===== config.mk =====
export PLATFORM = sky130hd
export DESIGN_NAME = lsb_div
export DESIGN_NICKNAME = d
export VERILOG_FILES = /design/src/sv/lsb_div.sv
export SDC_FILE = /design/constraint.sdc
export NUM_CORES = 1
export LEC_CHECK = 0
export CORE_UTILIZATION = 65
export CTS_CLUSTER_SIZE = 40
export DETAILED_ROUTE_END_ITERATION = 8
export DONT_BUFFER_PORTS = 1
export PLACE_DENSITY_LB_ADDON = 0.1
export SYNTH_ARGS = -nofsm -noshare
export SYNTH_HDL_FRONTEND = slang
export SYNTH_SLANG_ARGS = --single-unit

===== constraint.sdc =====
create_clock -name clk_i -period 7.1 [get_ports clk_i]
set_clock_uncertainty 0.2 [all_clocks]
set_input_delay 0.355 -clock clk_i [delete_from_list [all_inputs] [get_ports clk_i]]
set_output_delay 0.355 -clock clk_i [all_outputs]
set_load 0.01 [all_outputs]

===== src/sv/lsb_div.sv =====
// lottery scheduler shared divider: restoring, one quotient bit per cycle
`timescale 1ns / 1ps
module lsb_div (
  input  logic        clk_i,
  input  logic        rst_ni,
  input  logic        start_i,
  input  logic [31:0] dividend_i,
  input  logic [31:0] divisor_i,
  output logic        idle_o,
  output logic [31:0] quo_o,
  output logic [31:0] rem_o
);

  logic        busy_q;
  logic [4:0]  cnt_q;
  logic [31:0] quo_q;
  logic [31:0] rem_q;
  logic [31:0] div_q;
  logic [32:0] trial;
  logic        fits;

  assign trial = {rem_q, quo_q[31]};
  assign fits  = trial >= {1'b0, div_q};

  always_ff @(posedge clk_i or negedge rst_ni) begin
    if (!rst_ni) begin
      busy_q <= 1'b0;
      cnt_q  <= '0;
      quo_q  <= '0;
      rem_q  <= '0;
      div_q  <= '0;
    end else if (start_i) begin
      busy_q <= 1'b1;
      cnt_q  <= '0;
      quo_q  <= dividend_i;
      rem_q  <= '0;
      div_q  <= divisor_i;
    end else if (busy_q) begin
      rem_q <= fits ? 32'(trial - {1'b0, div_q}) : trial[31:0];
      quo_q <= {quo_q[30:0], fits};
      cnt_q <= cnt_q + 5'd1;
      if (cnt_q == 5'd31) begin
        busy_q <= 1'b0;
      end
    end
  end

  assign idle_o = !busy_q;
  assign quo_o  = quo_q;
  assign rem_o  = rem_q;

endmodule


==> summary.txt, run 1 <==
Floorplanning
  – Cell Rows: 35
  – Die height: 101 um
  – Die ar.: 10100 um2
  – Chip width: 101 um
  – Core Region: 9330 um2
  – Initial Utilization: 0.679
  – Number of I/O pins: 132

Route
  – Routed wire per std cell: 16.4 um
  – Remaining antenna violation count: 0
  – Vias: 5257
  – Drt drc: 0
  – DRT Pass-1 Iters: 5
  – Post-Route WL: 14600 um
  – Initial DRC count: 227
  – Vias/cell: 5.91

Placement
  – GPL Wtd Cong: 0.937
  – IO buf count: 0
  – DP HPWL: 9030 um
  – Setup WS pre-CTS: 3.14 ns
  – Cell total after placement: 807

Run
  – Max-Cap Viols: 0

Clocking
  – CTS resizes: 0
  – Root Driver: clkbuf_8
  – Htree depth: 3
  – Reg clk slew, reported paths: 0.11 ns
  – CTS max path bufs: 2
  – CTS tree: built
  – CTS Sinks: 102
  – Post-CTS Hold Fix Bufs: 67
  – Worst skew pair latency: 0.38 ns
  – Total CTS buffers: 9
  – # Post-CTS Setup Buffers: 0

STA
  – Tmin final: 3.98 ns
  – Setup ws final: 3.12 ns
  – Fmax: 251 MHz
  – RSZ-0062 raised after global routing: false
  – Fin. Hold Viols: 0
  – Slew @ Worst Pin: 1.03 ns
  – Final period util: 0.561
  – Max-slew violations: 0
  – Relative slew slack: 0.308
  – Final setup fails: 0
  – Total negative slack: 0 ns

Layout
  – Commonest non-fill, non-tap cell in the layout: nand2_1
  – Fin cells: 890
  – Area growth, synth to finish: 13.7%
  – Commonest non-fill, non-tap cells in the layout: 135 x nand2_1, 101 x dfrtp_1, 77 x o21ai_0
  – Nets: 858
  – N_diodes: 0
  – Share of cells above drive strength 1: 0.0434
  – Final core occ: 0.772

Worst setup path
  – Crit end category: flip-flop
  – CP required: 7.18 ns
  – Worst Path Max Fanout: 41
  – CP Class: reg2reg
  – Critical Path Source Type: flip-flop
  – Worst EP arrival: 4.06 ns

Synth
  – Syn_area_per_cell: 8.75 um2
  – Mapped Nets: 826
  – Most used DFF post-synth: dfrtp_1
  – EDFF count, synth: 0
  – Synth area leaders: dfrtp_1 40%, nand2_1 8.0%, ha_1 6.7%, o21ai_0 6.1%, mux2i_1 6.0%
  – Post-synth top area cell: dfrtp_1
  – Synth cell types: 59
  – Synthesized flop and latch total: 102
  – Share of the synthesized area in the top cell type: 0.403
  – Synth warn: 0
  – Ys async rst share: 1.00
  – Mapped cell area: 6330 um2
  – Syn Inst Count: 724
  – Seq/Total Area, Yosys: 0.403

Power
  – Max VDD drop: 0.129 mV
  – Leakage power: 3.63 nW
  – Pwr/cell area: 174 nW/um2

Global routing
  – Overflow after GRT: 0
  – Vias in the first global route: 5099
  – First-pass GRT wire length: 24200 um
  – Largest net degree at the start of global routing: 166
  – Antenna violations before repair: 0
  – Gr usage total: 0.302

Min path
  – Min-Delay Path Class: in2reg

Outcome
  – Outcome: complete, no violations
## worst max-delay path, stage by stage, from the launching register on
cell       delay, ns
dfrtp_1         0.47
ha_1            0.48
and2_2          0.21
a221oi_2        0.06
or3_1           0.34
nor2_1          0.16
a211o_1         0.19
a2bb2oi_4       0.77
inv_4           0.32
or3_1           0.43
a311oi_1        0.25
## cell type report
| class | count | area [um2] |
|---|---|---|
| clock buffers | 9 | 124 |
| clock inverters | 7 | 92.6 |
| fillers | 628 | 2130 |
| inverters | 42 | 160 |
| multi-input cells | 533 | 3390 |
| flip-flops and latches | 102 | 2560 |
| well taps | 129 | 161 |
| repair buffers | 68 | 713 |
## per-layer routing
| layer | routed length (um) | vias to the layer above | GRT usage |
|---|---|---|---|
| met1 | 6430 | 2457 | 0.383 |
| met3 | 1030 | 15 | 0.0825 |
| met5 | 0 | - | 0 |
| met4 | 185 | 0 | 0.0903 |
| li1 | - | 2593 | - |
| met2 | 6930 | 192 | 0.506 |
## metrics by stage
step | cell area [um2] | total power, W | hold slack, ns
2_1_floorplan | 6330 | 0.000785 | -0.141
3_3_place_gp | 6280 | 0.000797 | -0.138
3_5_place_dp | 6280 | 0.000803 | -0.138
4_1_cts | 7200 | 0.00125 | 0.239
5_1_grt | 7200 | 0.00131 | 0.270
6_report | 7200 | 0.00125 | 0.197
## state kept, by name (all words and copies together), names as in the netlist
| register | count |
|---|---|
| quo_o | 32 |
| rem_o | 32 |
| cnt_q | 5 |
| div_q | 32 |
| busy_q | 1 |
## path summary, 6_finish.rpt
check,to,cells after the start,from,slack (ns)
max in group asynchronous,busy_q,2,rst_ni,5.88
min in group asynchronous,rem_o[6],2,rst_ni,0.30
max reg2reg,rem_o[7],10,rem_o[19],3.12
min reg2reg,div_q[30],2,div_q[30],0.34
max,rem_o[7],10,rem_o[19],3.12
min,cnt_q[1],2,start_i,0.20
## logic make-up (layout without fill, tap and decap cells)
family          after synthesis  in the layout  share of synthesized area
simple gates                234            234                      0.158
compound gates              199            199                      0.209
fa+ha+maj                    35             35                     0.0703
xor+xnor                     26             26                     0.0360
buf+inv                      89            126                     0.0616
flops                       102            102                      0.403
mux                          39             39                     0.0618
## cells in the mapped netlist, drive strengths merged (2+ instances only)
master,count
xor2,12
a311o,2
buf,26
nor2,51
nor2b,3
mux2i,38
nand2,135
inv,41
ha,34
or3,2
xnor2,14
clkbuf,21
a21oi,30
or2,2
nand2b,3
nand4,10
o21bai,4
nand3,9
and3,7
o21ai,78
a221oi,2
and3b,2
a21o,18
a31oi,12
a311oi,22
o31a,2
a221o,2
and2,2
o211ai,5
o21a,4
nor3,4
a211o,4
a31o,2
and4,2
dfrtp,102
a211oi,5
## where the power goes
part | internal, W | switching [W] | total, W
registers | 0.000615 | 0.0000335 | 0.000649
logic | 0.0000886 | 0.000115 | 0.000204
clock network | 0.000172 | 0.000227 | 0.000399
Note: power is estimated with default switching activity, not from simulation.
==> run 2, diff against run 1 <==
--- a/config.mk
+++ b/config.mk
@@ -5,7 +5,7 @@
 export SDC_FILE = /design/constraint.sdc
 export NUM_CORES = 1
 export LEC_CHECK = 0
-export CORE_UTILIZATION = 65
+export CORE_UTILIZATION = 64
 export CTS_CLUSTER_SIZE = 40
 export DETAILED_ROUTE_END_ITERATION = 8
 export DONT_BUFFER_PORTS = 1
==> constraint.sdc (replaced) <==
create_clock -name clk_i -period 3.75 [get_ports clk_i]
set_clock_uncertainty 0.2 [all_clocks]
set_input_delay 0.1875 -clock clk_i [delete_from_list [all_inputs] [get_ports clk_i]]
set_output_delay 0.1875 -clock clk_i [all_outputs]
set_load 0.01 [all_outputs]
==> summary.txt, run 2 (synthesis results as in run 1) <==
Outcome
  – Outcome: complete, no violations

Worst setup path
  – CP delay by family, top: compound AO/OA/AOI/OAI gates
  – Critical Path Source Type: flip-flop
  – CP required: 3.82 ns
  – Worst EP arrival: 3.36 ns
  – Most frequent CP cell: a221o_1
  – Slowest cell delay on critical path: 0.46 ns
  – Buffer and inverter count on the worst path: 1
  – CP Class: reg2reg
  – Crit end category: flip-flop
  – Crit-path cells: inv_1 > ha_1 > fa_1 > nor2b_1 > o2111ai_1 > a31oi_1 > a221o_1 > a221o_1 > nand2_1 > mux2i_1 > o21ai_1 > a311oi_1
  – Worst Path Max Fanout: 4
  – Slowest CP cell: dfrtp_1

Route
  – Vias/cell: 6.00
  – Remaining antenna violation count: 0
  – Initial DRC count: 171
  – Drt drc: 0
  – DRT Pass-1 Iters: 4
  – Routed wire per std cell: 16.8 um
  – Vias: 5355
  – Post-Route WL: 15000 um

Global routing
  – First-pass GRT wire length: 25000 um
  – Largest net degree at the start of global routing: 166
  – Vias in the first global route: 5378
  – Antenna violations before repair: 0
  – Gr usage total: 0.309
  – Overflow after GRT: 0

Clocking
  – CTS Sinks: 102
  – CTS tree: built
  – Total CTS buffers: 9
  – Reg clk slew, reported paths: 0.11 ns
  – Worst skew pair latency: 0.37 ns
  – Root Driver: clkbuf_8
  – Htree depth: 3
  – CTS max path bufs: 2

Floorplanning
  – Cell Rows: 35
  – Number of I/O pins: 132
  – Die height: 101 um
  – Core Region: 9420 um2
  – Initial Utilization: 0.673
  – Die ar.: 10300 um2
  – Chip width: 101 um

STA
  – Relative slew slack: 0.431
  – Tmin final: 3.29 ns
  – Slew @ Worst Pin: 0.854 ns
  – Final period util: 0.877
  – Final setup fails: 0
  – RSZ-0062 raised after global routing: false
  – Setup ws final: 0.461 ns
  – Total negative slack: 0 ns
  – Max-slew violations: 0
  – Fin. Hold Viols: 0
  – Fmax: 304 MHz

Placement
  – GPL Wtd Cong: 0.878
  – IO buf count: 0
  – DP HPWL: 9470 um
  – Setup WS pre-CTS: 0.492 ns

Power
  – Total power: 0.00228 W
  – Leakage power: 3.63 nW
  – Max VDD drop: 0.226 mV
  – Pwr/cell area: 317 nW/um2

Layout
  – Area growth, synth to finish: 13.4%
  – Commonest non-fill, non-tap cell in the layout: nand2_1
  – Commonest non-fill, non-tap cells in the layout: 135 x nand2_1, 101 x dfrtp_1, 77 x o21ai_0
  – Final core occ: 0.763
  – Nets: 861
  – Share of cells above drive strength 1: 0.0459
  – N_diodes: 0

Run
  – Max-Cap Viols: 0

Min path
  – Min-Delay Path Class: in2reg
## run 2: cell types whose count changed in the layout (fill, tap and decap cells not counted), sizes merged
cell      before  now
clkinvlp       0    1
buf            3    6
bufinv         1    0
clkinv         5    4
## run 2: path summary, 6_finish.rpt
path	startpoint	to	slack (ns)	cells after the start
max	quo_o[31]	rem_o[20]	0.46	12
min	start_i	cnt_q[0]	0.08	2
max reg2reg	quo_o[31]	rem_o[20]	0.46	12
min reg2reg	div_q[0]	div_q[0]	0.33	1
max in group asynchronous	rst_ni	busy_q	2.71	2
min in group asynchronous	rst_ni	rem_o[10]	0.18	2
## run 2: worst reg2reg max path, stage by stage (launching register included)
cell	delay [ns]
dfrtp_1	0.46
inv_1	0.08
ha_1	0.19
fa_1	0.23
nor2b_1	0.07
o2111ai_1	0.28
a31oi_1	0.21
a221o_1	0.42
a221o_1	0.41
nand2_1	0.10
mux2i_1	0.19
o21ai_1	0.09
a311oi_1	0.26
## run 2: per-stage QoR
stage | instance area [um2] | hold slack, ns | instances
2_1_floorplan | 6330 | -0.308 | 724
3_3_place_gp | 6300 | -0.306 | 810
3_5_place_dp | 6300 | -0.306 | 810
4_1_cts | 7180 | 0.0785 | 892
5_1_grt | 7180 | 0.118 | 892
6_report | 7180 | 0.0802 | 892
## run 2: power by group
group | internal [W] | switching (W)
clock | 0.000251 | 0.000408
sequential | 0.00116 | 0.0000621
combinational | 0.000168 | 0.000222
total | 0.00158 | 0.000692
## run 2: cell type report
type | instances | area, um2
multi-input cells | 533 | 3390
flip-flops and latches | 102 | 2560
fillers | 672 | 2230
repair buffers | 71 | 736
well taps | 129 | 161
inverters | 42 | 160
clock buffers | 9 | 124
clock inverters | 6 | 56.3
## run 2: timing repair
action / 4_1_cts / 5_1_grt
resized for setup: 0 / 0
hold buffers: 67 / 0
endpoints found under the hold margin: 204 / 0
setup buffers: 0 / 0
## run 2: per-layer routing
metal | GRT usage | up-vias | wire, um
li1 | - | 2594 | -
met5 | 0 | - | 0
met4 | 0.123 | 0 | 301
met1 | 0.371 | 2557 | 6340
met3 | 0.0835 | 28 | 1030
met2 | 0.529 | 176 | 7360
